--- src/rtl/lsfe_pkg.sv ---
`timescale 1ns / 1ps
// ----------------------------------------------------------------------------
// lsfe_pkg
// Shared types, codes and brightness tables of the LED strip frame encoder.
// ----------------------------------------------------------------------------
package lsfe_pkg;

    localparam int LED_COUNT_DEF = 64;
    localparam int QUEUE_DEPTH   = 4;
    localparam int OUT_DEPTH     = 2;

    // Driver kinds.
    localparam logic [1:0] KIND_NONE   = 2'd0;
    localparam logic [1:0] KIND_WS2801 = 2'd1;
    localparam logic [1:0] KIND_SK9822 = 2'd2;

    // Configuration register indexes.
    localparam logic [1:0] REG_DRIVER_KIND = 2'd0;
    localparam logic [1:0] REG_COLOR_ORDER = 2'd1;
    localparam logic [1:0] REG_BRIGHTNESS  = 2'd2;

    // Color orders; any other code gives the grey average.
    localparam logic [2:0] ORDER_RGB = 3'd0;
    localparam logic [2:0] ORDER_RBG = 3'd1;
    localparam logic [2:0] ORDER_GRB = 3'd2;
    localparam logic [2:0] ORDER_GBR = 3'd3;
    localparam logic [2:0] ORDER_BRG = 3'd4;
    localparam logic [2:0] ORDER_BGR = 3'd5;

    localparam logic [2:0] ORDER_RESET = 3'd6;
    localparam logic [1:0] LEVEL_RESET = 2'd3;

    localparam logic [7:0] SK_HDR_MARK = 8'he0;

    // One LED as it leaves the front end: all bytes already final.
    typedef struct packed {
        logic [1:0] kind;
        logic       start;
        logic       keep;
        logic       last;
        logic [7:0] hdr;
        logic [7:0] ch0;
        logic [7:0] ch1;
        logic [7:0] ch2;
    } t_led_word;

    // One output byte with its markers.
    typedef struct packed {
        logic [7:0] out_byte;
        logic       last_of_run;
        logic       end_of_frame;
    } t_out_word;

    // WS2801 scale factor; full brightness is handled as a pass-through.
    function automatic logic [7:0] ws_factor(input logic [1:0] lvl);
        logic [7:0] f;
        case (lvl)
            2'd1:    f = 8'd200;
            2'd2:    f = 8'd100;
            2'd3:    f = 8'd50;
            default: f = 8'd0;
        endcase
        return f;
    endfunction

    // Largest value that still scales up to one: 256 divided by the factor.
    function automatic logic [7:0] ws_limit(input logic [1:0] lvl);
        logic [7:0] m;
        case (lvl)
            2'd1:    m = 8'd1;
            2'd2:    m = 8'd2;
            2'd3:    m = 8'd5;
            default: m = 8'd0;
        endcase
        return m;
    endfunction

    function automatic logic [4:0] sk_level(input logic [1:0] lvl);
        logic [4:0] l;
        case (lvl)
            2'd1:    l = 5'd20;
            2'd2:    l = 5'd10;
            2'd3:    l = 5'd5;
            default: l = 5'd31;
        endcase
        return l;
    endfunction

endpackage

--- src/rtl/lsfe_fifo.sv ---
`timescale 1ns / 1ps
// ----------------------------------------------------------------------------
// lsfe_fifo
// Small register queue with a combinational head, used between the stages.
// ----------------------------------------------------------------------------
module lsfe_fifo #(
    parameter int WIDTH = 8,
    parameter int DEPTH = 2
) (
    input  logic             i_clk,
    input  logic             i_rst_n,
    input  logic             i_push,
    input  logic [WIDTH-1:0] i_data,
    output logic             o_full,
    input  logic             i_pop,
    output logic [WIDTH-1:0] o_data,
    output logic             o_empty
);
    localparam int PtrW = (DEPTH > 1) ? $clog2(DEPTH) : 1;
    localparam int CntW = $clog2(DEPTH + 1);

    logic [WIDTH-1:0] r_mem [DEPTH];
    logic [PtrW-1:0]  r_wr_ptr, n_wr_ptr;
    logic [PtrW-1:0]  r_rd_ptr, n_rd_ptr;
    logic [CntW-1:0]  r_count,  n_count;
    logic             do_push, do_pop;

    assign o_full  = (r_count == CntW'(DEPTH));
    assign o_empty = (r_count == '0);
    assign o_data  = r_mem[r_rd_ptr];
    assign do_push = i_push && !o_full;
    assign do_pop  = i_pop && !o_empty;

    always_comb begin
        n_wr_ptr = r_wr_ptr;
        n_rd_ptr = r_rd_ptr;
        n_count  = r_count;
        if (do_push) begin
            n_wr_ptr = (r_wr_ptr == PtrW'(DEPTH - 1)) ? '0 : r_wr_ptr + 1'b1;
        end
        if (do_pop) begin
            n_rd_ptr = (r_rd_ptr == PtrW'(DEPTH - 1)) ? '0 : r_rd_ptr + 1'b1;
        end
        if (do_push && !do_pop) begin
            n_count = r_count + 1'b1;
        end else if (do_pop && !do_push) begin
            n_count = r_count - 1'b1;
        end
    end

    always_ff @(posedge i_clk) begin
        if (!i_rst_n) begin
            r_wr_ptr <= '0;
            r_rd_ptr <= '0;
            r_count  <= '0;
        end else begin
            r_wr_ptr <= n_wr_ptr;
            r_rd_ptr <= n_rd_ptr;
            r_count  <= n_count;
        end
    end

    always_ff @(posedge i_clk) begin
        if (do_push) begin
            r_mem[r_wr_ptr] <= i_data;
        end
    end

endmodule

--- src/rtl/lsfe_front.sv ---
`timescale 1ns / 1ps
// ----------------------------------------------------------------------------
// lsfe_front
// Accepts LEDs, holds configuration and the LED counter, reorders and scales
// the channels and hands finished LED words to the queue.
// ----------------------------------------------------------------------------
module lsfe_front #(
    parameter int LED_COUNT = lsfe_pkg::LED_COUNT_DEF
) (
    input  logic                 i_clk,
    input  logic                 i_rst_n,
    input  logic                 i_cfg_we,
    input  logic [1:0]           i_cfg_addr,
    input  logic [2:0]           i_cfg_data,
    input  logic                 i_push,
    output logic                 o_full,
    input  logic [7:0]           i_red,
    input  logic [7:0]           i_green,
    input  logic [7:0]           i_blue,
    input  logic                 i_last_led,
    output logic                 o_word_valid,
    output lsfe_pkg::t_led_word  o_word,
    input  logic                 i_queue_full
);
    import lsfe_pkg::*;

    localparam int CntW = $clog2(LED_COUNT + 1);

    logic [1:0]      r_kind;
    logic [2:0]      r_order;
    logic [1:0]      r_level;
    logic [CntW-1:0] r_led_cnt, n_led_cnt;

    logic            r_v1;
    logic [7:0]      r_ch0, r_ch1, r_ch2;
    logic            r_start, r_keep, r_last;

    logic            accept, advance, keep_now;
    logic [9:0]      sum;
    logic [19:0]     grey_prod;
    logic [7:0]      grey;
    logic [7:0]      c0, c1, c2;
    logic [7:0]      factor, limit;

    assign advance      = !r_v1 || !i_queue_full;
    assign o_full       = !advance;
    assign accept       = i_push && advance;
    assign o_word_valid = r_v1;
    assign keep_now     = (r_led_cnt < CntW'(LED_COUNT));

    // Grey average: sum / 3 as sum * 683 >> 11, exact for sums up to 765.
    assign sum       = {2'b00, i_red} + {2'b00, i_green} + {2'b00, i_blue};
    assign grey_prod = sum * 10'd683;
    assign grey      = grey_prod[18:11];

    always_comb begin
        case (r_order)
            ORDER_RGB: begin c0 = i_red;   c1 = i_green; c2 = i_blue;  end
            ORDER_RBG: begin c0 = i_red;   c1 = i_blue;  c2 = i_green; end
            ORDER_GRB: begin c0 = i_green; c1 = i_red;   c2 = i_blue;  end
            ORDER_GBR: begin c0 = i_green; c1 = i_blue;  c2 = i_red;   end
            ORDER_BRG: begin c0 = i_blue;  c1 = i_red;   c2 = i_green; end
            ORDER_BGR: begin c0 = i_blue;  c1 = i_green; c2 = i_red;   end
            default:   begin c0 = grey;    c1 = grey;    c2 = grey;    end
        endcase
    end

    always_comb begin
        n_led_cnt = r_led_cnt;
        if (accept) begin
            if (i_last_led) begin
                n_led_cnt = '0;
            end else if (keep_now) begin
                n_led_cnt = r_led_cnt + 1'b1;
            end
        end
    end

    always_ff @(posedge i_clk) begin
        if (!i_rst_n) begin
            r_kind    <= KIND_NONE;
            r_order   <= ORDER_RESET;
            r_level   <= LEVEL_RESET;
            r_led_cnt <= '0;
            r_v1      <= 1'b0;
        end else begin
            if (i_cfg_we) begin
                unique case (i_cfg_addr)
                    REG_DRIVER_KIND: r_kind  <= i_cfg_data[1:0];
                    REG_COLOR_ORDER: r_order <= i_cfg_data;
                    REG_BRIGHTNESS:  r_level <= i_cfg_data[1:0];
                    default: ;
                endcase
            end
            r_led_cnt <= n_led_cnt;
            if (advance) begin
                r_v1 <= i_push;
            end
        end
    end

    always_ff @(posedge i_clk) begin
        if (accept) begin
            r_ch0   <= c0;
            r_ch1   <= c1;
            r_ch2   <= c2;
            r_start <= (r_kind == KIND_SK9822) && (r_led_cnt == '0);
            r_keep  <= keep_now;
            r_last  <= i_last_led;
        end
    end

    // WS2801 brightness scaling of the registered channels.
    function automatic logic [7:0] ws_scale(input logic [7:0] v, input logic [1:0] lvl,
                                            input logic [7:0] f, input logic [7:0] m);
        logic [15:0] prod;
        logic [7:0]  res;
        prod = v * f;
        if (lvl == 2'd0 || v == 8'd0) begin
            res = v;
        end else if (v <= m) begin
            res = 8'd1;
        end else begin
            res = prod[15:8];
        end
        return res;
    endfunction

    assign factor = ws_factor(r_level);
    assign limit  = ws_limit(r_level);

    always_comb begin
        o_word.kind  = r_kind;
        o_word.start = r_start;
        o_word.keep  = r_keep;
        o_word.last  = r_last;
        o_word.hdr   = SK_HDR_MARK | {3'b000, sk_level(r_level)};
        if (r_kind == KIND_WS2801) begin
            o_word.ch0 = ws_scale(r_ch0, r_level, factor, limit);
            o_word.ch1 = ws_scale(r_ch1, r_level, factor, limit);
            o_word.ch2 = ws_scale(r_ch2, r_level, factor, limit);
        end else begin
            o_word.ch0 = r_ch0;
            o_word.ch1 = r_ch1;
            o_word.ch2 = r_ch2;
        end
    end

endmodule

--- src/rtl/lsfe_back.sv ---
`timescale 1ns / 1ps
// ----------------------------------------------------------------------------
// lsfe_back
// Byte sequencer: walks the start frame, LED bytes and closing frame of the
// queued LED word, one byte per cycle into the output queue while it has room.
// ----------------------------------------------------------------------------
module lsfe_back #(
    parameter int LED_COUNT = lsfe_pkg::LED_COUNT_DEF
) (
    input  logic                 i_clk,
    input  logic                 i_rst_n,
    input  logic                 i_word_empty,
    input  lsfe_pkg::t_led_word  i_word,
    output logic                 o_word_pop,
    output logic                 o_out_push,
    output lsfe_pkg::t_out_word  o_out,
    input  logic                 i_out_full
);
    import lsfe_pkg::*;

    localparam int TailLen = 4 + LED_COUNT / 16 + 1;
    localparam int CntW    = $clog2(TailLen);

    localparam logic [1:0] SEG_START = 2'd0;
    localparam logic [1:0] SEG_LED   = 2'd1;
    localparam logic [1:0] SEG_TAIL  = 2'd2;
    localparam logic [1:0] SEG_NONE  = 2'd3;

    logic            r_busy, n_busy;
    logic [1:0]      r_seg,  n_seg;
    logic [CntW-1:0] r_cnt,  n_cnt;

    logic            has_start, has_led, has_tail, is_ws;
    logic [1:0]      first_seg, cur_seg, nxt_seg;
    logic [CntW-1:0] cur_cnt;
    logic            seg_end;
    logic [7:0]      cur_byte;

    assign is_ws     = (i_word.kind == KIND_WS2801);
    assign has_start = (i_word.kind == KIND_SK9822) && i_word.start;
    assign has_led   = i_word.keep && (is_ws || i_word.kind == KIND_SK9822);
    assign has_tail  = (i_word.kind == KIND_SK9822) && i_word.last;

    assign first_seg = has_start ? SEG_START :
                       has_led   ? SEG_LED   :
                       has_tail  ? SEG_TAIL  : SEG_NONE;

    assign cur_seg = r_busy ? r_seg : first_seg;
    // WS2801 has no header byte, so its LED segment starts at the first channel.
    assign cur_cnt = r_busy ? r_cnt :
                     ((first_seg == SEG_LED) && is_ws) ? CntW'(1) : '0;

    always_comb begin
        nxt_seg  = SEG_NONE;
        seg_end  = 1'b0;
        cur_byte = 8'd0;
        unique case (cur_seg)
            SEG_START: begin
                seg_end = (cur_cnt == CntW'(3));
                nxt_seg = has_led ? SEG_LED : has_tail ? SEG_TAIL : SEG_NONE;
            end
            SEG_LED: begin
                seg_end = (cur_cnt == CntW'(3));
                nxt_seg = has_tail ? SEG_TAIL : SEG_NONE;
                case (cur_cnt[1:0])
                    2'd0:    cur_byte = i_word.hdr;
                    2'd1:    cur_byte = i_word.ch0;
                    2'd2:    cur_byte = i_word.ch1;
                    default: cur_byte = i_word.ch2;
                endcase
            end
            SEG_TAIL: begin
                seg_end = (cur_cnt == CntW'(TailLen - 1));
            end
            default: ;
        endcase
    end

    always_comb begin
        n_busy     = r_busy;
        n_seg      = r_seg;
        n_cnt      = r_cnt;
        o_word_pop = 1'b0;
        o_out_push = 1'b0;
        o_out.out_byte     = cur_byte;
        o_out.last_of_run  = 1'b0;
        o_out.end_of_frame = 1'b0;
        if (!i_word_empty) begin
            if (cur_seg == SEG_NONE) begin
                // A word that yields no bytes is simply retired.
                o_word_pop = 1'b1;
                n_busy     = 1'b0;
            end else if (!i_out_full) begin
                o_out_push = 1'b1;
                if (seg_end && nxt_seg == SEG_NONE) begin
                    o_word_pop         = 1'b1;
                    n_busy             = 1'b0;
                    o_out.last_of_run  = 1'b1;
                    o_out.end_of_frame = i_word.last;
                end else if (seg_end) begin
                    n_busy = 1'b1;
                    n_seg  = nxt_seg;
                    n_cnt  = '0;
                end else begin
                    n_busy = 1'b1;
                    n_seg  = cur_seg;
                    n_cnt  = cur_cnt + 1'b1;
                end
            end
        end
    end

    always_ff @(posedge i_clk) begin
        if (!i_rst_n) begin
            r_busy <= 1'b0;
            r_seg  <= SEG_START;
            r_cnt  <= '0;
        end else begin
            r_busy <= n_busy;
            r_seg  <= n_seg;
            r_cnt  <= n_cnt;
        end
    end

endmodule

--- src/rtl/led_strip_frame_encoder.sv ---
`timescale 1ns / 1ps
// ----------------------------------------------------------------------------
// led_strip_frame_encoder
// Turns a stream of LED colors into the WS2801 or SK9822 SPI byte stream.
// ----------------------------------------------------------------------------
// An accepted LED is registered in the front end, passes the LED queue and is
// expanded by the byte sequencer into the output queue. The sequencer emits one
// byte per cycle while the output queue has room: an SK9822 LED gives 4 bytes
// (plus 4 start and 4 + LED_COUNT/16 + 1 closing frame bytes), a WS2801 LED 3.
// Reset is synchronous: configuration returns to its defaults, the LED counter
// and all queues are cleared.
module led_strip_frame_encoder #(
    parameter int LED_COUNT = lsfe_pkg::LED_COUNT_DEF
) (
    input  logic       i_clk,
    input  logic       i_rst_n,
    input  logic       i_cfg_we,
    input  logic [1:0] i_cfg_addr,
    input  logic [2:0] i_cfg_data,
    input  logic       push,
    output logic       full,
    input  logic [7:0] i_red,
    input  logic [7:0] i_green,
    input  logic [7:0] i_blue,
    input  logic       i_last_led,
    output logic       empty,
    input  logic       pop,
    output logic [7:0] o_out_byte,
    output logic       o_last_of_run,
    output logic       o_end_of_frame
);
    import lsfe_pkg::*;

    localparam int WordW = $bits(t_led_word);
    localparam int OutW  = $bits(t_out_word);

    t_led_word front_word, queue_word;
    t_out_word back_out, out_head;
    logic      front_valid, queue_full, queue_empty, queue_pop;
    logic      out_push, out_full;

    lsfe_front #(
        .LED_COUNT(LED_COUNT)
    ) u_front (
        .i_clk        (i_clk),
        .i_rst_n      (i_rst_n),
        .i_cfg_we     (i_cfg_we),
        .i_cfg_addr   (i_cfg_addr),
        .i_cfg_data   (i_cfg_data),
        .i_push       (push),
        .o_full       (full),
        .i_red        (i_red),
        .i_green      (i_green),
        .i_blue       (i_blue),
        .i_last_led   (i_last_led),
        .o_word_valid (front_valid),
        .o_word       (front_word),
        .i_queue_full (queue_full)
    );

    lsfe_fifo #(
        .WIDTH(WordW),
        .DEPTH(QUEUE_DEPTH)
    ) u_led_queue (
        .i_clk   (i_clk),
        .i_rst_n (i_rst_n),
        .i_push  (front_valid),
        .i_data  (front_word),
        .o_full  (queue_full),
        .i_pop   (queue_pop),
        .o_data  (queue_word),
        .o_empty (queue_empty)
    );

    lsfe_back #(
        .LED_COUNT(LED_COUNT)
    ) u_back (
        .i_clk        (i_clk),
        .i_rst_n      (i_rst_n),
        .i_word_empty (queue_empty),
        .i_word       (queue_word),
        .o_word_pop   (queue_pop),
        .o_out_push   (out_push),
        .o_out        (back_out),
        .i_out_full   (out_full)
    );

    lsfe_fifo #(
        .WIDTH(OutW),
        .DEPTH(OUT_DEPTH)
    ) u_out_queue (
        .i_clk   (i_clk),
        .i_rst_n (i_rst_n),
        .i_push  (out_push),
        .i_data  (back_out),
        .o_full  (out_full),
        .i_pop   (pop),
        .o_data  (out_head),
        .o_empty (empty)
    );

    assign o_out_byte     = out_head.out_byte;
    assign o_last_of_run  = out_head.last_of_run;
    assign o_end_of_frame = out_head.end_of_frame;

endmodule

--- config.mk ---
export PLATFORM = sky130hd
export DESIGN_NAME = led_strip_frame_encoder
export DESIGN_NICKNAME = d
export VERILOG_FILES = /design/src/rtl/lsfe_pkg.sv /design/src/rtl/lsfe_fifo.sv /design/src/rtl/lsfe_front.sv /design/src/rtl/lsfe_back.sv /design/src/rtl/led_strip_frame_encoder.sv
export SDC_FILE = /design/constraint.sdc
export NUM_CORES = 1
export LEC_CHECK = 0
export BUFFER_PORTS_ARGS = -buffer_cell sky130_fd_sc_hd__buf_4
export CORE_MARGIN = 2
export CORE_UTILIZATION = 25
export CTS_BUF_LIST = sky130_fd_sc_hd__clkbuf_8
export DETAILED_ROUTE_END_ITERATION = 8
export SETUP_SLACK_MARGIN = 0.5
export SYNTH_ARGS = -nofsm -noshare
export SYNTH_HDL_FRONTEND = slang
export SYNTH_SLANG_ARGS = --single-unit
--- constraint.sdc ---
create_clock -name i_clk -period 9.6 [get_ports i_clk]
set_input_delay 0.96 -clock i_clk [delete_from_list [all_inputs] [get_ports i_clk]]
set_output_delay 0.96 -clock i_clk [all_outputs]
set_load 0.02 [all_outputs]
; Yosys cells after proc, flatten, opt, wreduce, memory -nomap -nowiden
; Memories as Yosys holds them, arrays and structs flattened. A register that Yosys moved wholly into a read port is not among the register bits.
; Index checks and enable logic that the tools add are counted.
[totals]
memories = 2
output_inout_bits = 12
elab_cells = 191
ram_bits = 156
in_bits = 35
regBits = 60
[op_classes]
n_bitwise = 4
muxes = 57
n_addsub = 12
magnitude_cmp = 4
n_reduce_logical = 60
eq_ne = 28
multipliers = 4
[memory_table]
columns = name, words, word_bits, read_ports, rd_ports_with_merged_regs, write_ports, line_no
row1 = u_led_queue.r_mem, 4, 34, 1, 1, 1, lsfe_fifo.sv:22  ; logic [WIDTH-1:0] r_mem [DEPTH];
row2 = u_out_queue.r_mem, 2, 10, 1, 1, 1, lsfe_fifo.sv:22
[ops]
columns = operator, count
row1 = one-hot mux 8 bit (3 select lines), 5
row2 = two-way mux 8 bit, 7
row3 = multiplier 8 x 8 -> 16 bit, 3
row4 = two-way mux 2 bit, 14
row5 = "== test 2 bit, second input constant", 12
row6 = <= comparator 8 x 3 -> 1 bit, 3
row7 = logical NOT 8 bit, 3
row8 = two-way mux 24 bit, 1
row9 = two-way mux 1 bit, 20
row10 = OR reduction 2 bit, 10
row11 = "multiplier 10 x 10 -> 19 bit, second input constant", 1
row12 = logical AND 1 bit, 15
row13 = one-hot mux 5 bit (3 select lines), 1
row14 = "== test 2 x 1 -> 1 bit, second input constant", 7
row15 = two-way mux 7 bit, 2
row16 = adder 10 x 8 -> 10 bit, 1
row17 = logical NOT 1 bit, 10
row18 = logical NOT 2 bit, 5
row19 = AND reduction 2 bit, 5
row20 = adder 8 x 8 -> 9 bit, 1
row21 = "== test 3 bit, second input constant", 3
row22 = one-hot mux 3 bit (3 select lines), 1
row23 = two-way mux 4 bit, 2
row24 = "adder 7 x 1 -> 7 bit, second input constant", 1
row25 = other kinds (21), 36

; Longest topological paths before layout
[depth]
ltp_word = 20
mapped_depth = 30
ltp_nobuf = 30

; Cells and area by module
; Synthesis repeated with hierarchy kept, for this count alone.
[hier_totals]
cells_unflattened = 1565
hier_area_um2 = 17868.4
[modules_own_cells]
columns = mod, cells_each, area_each_um2, instances, seq_area_each_um2
row1 = lsfe_front, 1137, 10098.4, 1, 1111.1
row2 = lsfe_fifo (u_led_queue), 244, 5875.6, 1, 4624.4
row3 = lsfe_back, 127, 948.4, 1, 140.1
row4 = lsfe_fifo (u_out_queue), 57, 945.9, 1, 700.7

; Least setup slack after synthesis
; Ideal clock, no wire load.
[synth_timing]
kind = input to register
startpoint = input i_red[1]
endpoint = register u_front.r_ch1[7] (data pin)
n_path_buf = 0
path_stages = 27
slack_ps = 2050
t_arrival_ps = 7275
required_time_ps = 9325
setup_ps = 275
path_cell_list = ha_1 > a21o_1 > a21oi_1 > o21ai_0 > a21oi_1 > xnor2_1 > ha_1 > o211a_1 > o31a_1 > o41a_1 > xor2_1 > xnor2_1 > ha_1 > fa_1 > fa_1 > inv_1 > fa_1 > inv_1 > ha_1 > nand2_1 > o21ai_0 > a2111oi_2 > o31ai_1 > a211o_1 > or3_1 > nand3_1 > o221ai_1
[synth_via]
elab_chain_cells = 4
[synth_rtl]
columns = element, line_no
row1 = start: declaration, led_strip_frame_encoder.sv:22  ; input logic [7:0] i_red,
row2 = adder 8 x 8 -> 9 bit, lsfe_front.sv:52  ; assign sum = {2'b00, i_red} + {2'b00, i_green} + {2'b00, i_blue};
row3 = adder 10 x 8 -> 10 bit, lsfe_front.sv:52
row4 = multiplier 10 x 10 -> 19 bit, lsfe_front.sv:53  ; assign grey_prod = sum * 10'd683;
row5 = one-hot mux 8 bit (3 select lines), lsfe_front.sv:57  ; case (r_order)
row6 = named net u_front.c1[7], lsfe_front.sv:42  ; logic [7:0] c0, c1, c2;
row7 = end signal: assignment, lsfe_front.sv:105  ; r_ch1 <= c1;
row8 = end: declaration, lsfe_front.sv:35  ; logic [7:0] r_ch0, r_ch1, r_ch2;
; The timed path passes the listed nets, and every way through them passes these cells.
; A chain may end at the register's enable or synchronous reset.

; Worst setup path in the final report
; Ends and elaborated chain as after synthesis.

==> out/summary.txt <==
Status - finished clean
Grt ovf - 0
Largest net degree at the start of global routing - 65
Port Buf Inserts - 46
Crit Path Class - in2reg
Area leader, netlist - edfxtp_1
Synth top area cells - edfxtp_1 31%, ha_1 15%, fa_1 13%
ANT nets after route - 0
Worst Path Max Fanout - 5
Clock transition at the registers of the reported paths - 0.06 ns
Crit path required time - 9.83 ns
RSZ-0062 raised after global routing - false
Std cell rows - 95
Post-CTS Setup Inserts - 0
Synth warn - 0
Drt wl/cell - 15.7 um
Design area - 0.0192 sq mm
CTS resizes - 0
Commonest non-fill, non-tap cell in the layout - ha_1
Routed WL - 38,900 um
Worst hold slack - 0.496 ns
DR vias - 11,600
NumNets Final - 1,935
Commonest non-fill, non-tap cells in the layout - 211 x ha_1, 204 x inv_1, 179 x edfxtp_1
Compound-Gate Fraction of Synth Area - 9.97%
Final TNS setup - 0 ns
Main combinational cell family by area after synthesis - adder cells
CTS Sinks - 215
Adder-cell share of the synthesized area - 28.1%
Core ar. - 0.0675 sq mm
Simple-gate share of the synthesized area - 10.9%
Die X-Extent - 266 um
XOR/XNOR Fraction of Synth Area - 3.07%
Share of cells above drive strength 1 - 11.2%
Post-Layout Cell Count - 2,483
Placer Congestion - 0.861
CTS tree - yes
Max clock buf depth - 3
Share of the synthesized area in the top cell type - 31.4%
Synth cell types - 65
Tmin final - 7.80 ns
Vias per cell - 4.66
Syn-to-layout area delta - 12.4%
Total track usage - 11.1%
DRC Markers - 0
Max Cap Viol - 0
Global-route wire length before repair - 63,000 um
Sequential element share of the synthesized area - 35.6%
Die footprint - 0.0705 sq mm
Skew final - 0.0217 ns
Mapped cell area - 0.0171 sq mm
Number of synthesized flops with an enable pin - 179
Worst EP arrival - 8.03 ns
Slew headroom - 30.9%
Synth Register Bits - 215
Io pins - 47
# setup viols final - 0
DP Area - 0.0185 sq mm
Fillers - 6,936
Final Max Tran Viols - 0
Clk root buf - clkbuf_8
Primary FF master, synth - edfxtp_1
Mux cell area share after synthesis - 6.96%
Synth async-reset ratio - 0%
Crit start category - input port
Clock latency on the worst-skew pair - 0.54 ns
1st-iter DRT viols - 721
Vias in the first global route - 12,000
Dpl cells - 2,416
Num CTS Buffers - 36
Worst Tran Pin Value - 1.02 ns
Post-synthesis net count - 1,887
Crit end category - flop
Hpwl dp - 29,300 um
Max Fclk - 0.128 GHz
TritonRoute pass-1 iters - 5
Initial core utilization - 25.3%
Min-delay worst type - reg2reg
Initial antenna violation count - 1
Tcrit/Tclk final - 81.2%
Mean Syn Cell Area - 11.2 sq um
H-tree levels - 2
Hold_buf cts - 0
Syn Inst Count - 1,533
Die Ht - 266 um
Final Hold Fails - 0
path summary, 6_finish.rpt:
check	start	endpoint	slack [ns]	cells after the start
worst max-delay path	i_red[1]	u_front.r_ch1[7]	1.80	28
worst min register to register	u_front.r_start	u_led_queue.r_mem[0][31]	0.50	0
worst min-delay path	u_front.r_start	u_led_queue.r_mem[0][31]	0.50	0
worst max register to register	u_front.r_level[0]	u_led_queue.r_mem[0][15]	2.61	22
critical path: stages:
cell and delay (ns):
buf_4 0.13, ha_1 0.29, a21o_1 0.19, a21oi_1 0.21
o21ai_0 0.10, a21oi_1 0.23, xnor2_1 0.18, ha_1 0.29
o211a_1 0.14, o31a_1 0.12, o41a_1 0.46, xor2_1 0.45
xnor2_1 0.15, ha_1 0.37, fa_1 0.50, fa_1 0.52
inv_1 0.05, fa_1 0.50, inv_1 0.04, ha_1 0.30
nand2_1 0.06, o21ai_0 0.13, a2111oi_2 0.52, o31ai_1 0.19
a211o_1 0.30, or3_1 0.36, nand3_1 0.14, o221ai_1 0.13
logic make-up (layout without fill, tap and decap cells):
logic type,after synthesis,after routing
buf+inv,243,319
mux,75,75
simple gates,370,370
compound gates,251,251
other cells,0,1
flops,215,215
xor+xnor,60,60
fa+ha+maj,319,319
stage by stage:
stage,setup slack [ns],util (%)
after CTS,1.80,28.5
after floorplan,2.05,-
final,1.80,28.5
after global routing,1.26,28.5
after global placement,1.39,27.3
after detailed placement,1.21,27.3
area by class of cell:
| cell class | instances | area [sq um] | share of cell area (%) |
|---|---|---|---|
| antenna | 1 | 2.50 | 0.0130 |
| clock buffer | 38 | 523 | 2.72 |
| clock inverter | 28 | 236 | 1.23 |
| inverter | 193 | 724 | 3.77 |
| multi-input combinational | 1075 | 10100 | 52.5 |
| sequential | 215 | 6100 | 31.7 |
| tap | 873 | 1090 | 5.68 |
| timing repair buffer | 60 | 450 | 2.34 |
sequential cells by signal, indices dropped and copies added (netlist names), 4 cells and up, named ones only:
signal and cells:
u_front.r_ch1 8, u_front.r_led_cnt 7, u_led_queue.r_mem 132, u_front.r_ch2 8
u_back.r_cnt 4, u_front.r_ch0 8, u_out_queue.r_mem 20
routing by layer:
layer  track usage (%)  part of all wire, %  wire, um
met2              18.2                   46     18100
met3              1.92                  4.7      1850
met4              3.29                  2.2       856
met1              15.0                   47     18100
met5                 0                    0         0
Yosys cell counts (26+ instances only):
library cell,number
ha_1,211
dfxtp_1,36
a21oi_1,71
and2_1,77
mux4_2,33
nand2_1,101
fa_1,108
inv_1,193
edfxtp_1,179
clkbuf_1,46
xnor2_1,34
xor2_1,26
nor2_1,74
o21ai_0,40
Power is left out: the tool's default activity adds up to more than one toggle a clock period on the data nets, which glitch-free logic cannot reach.
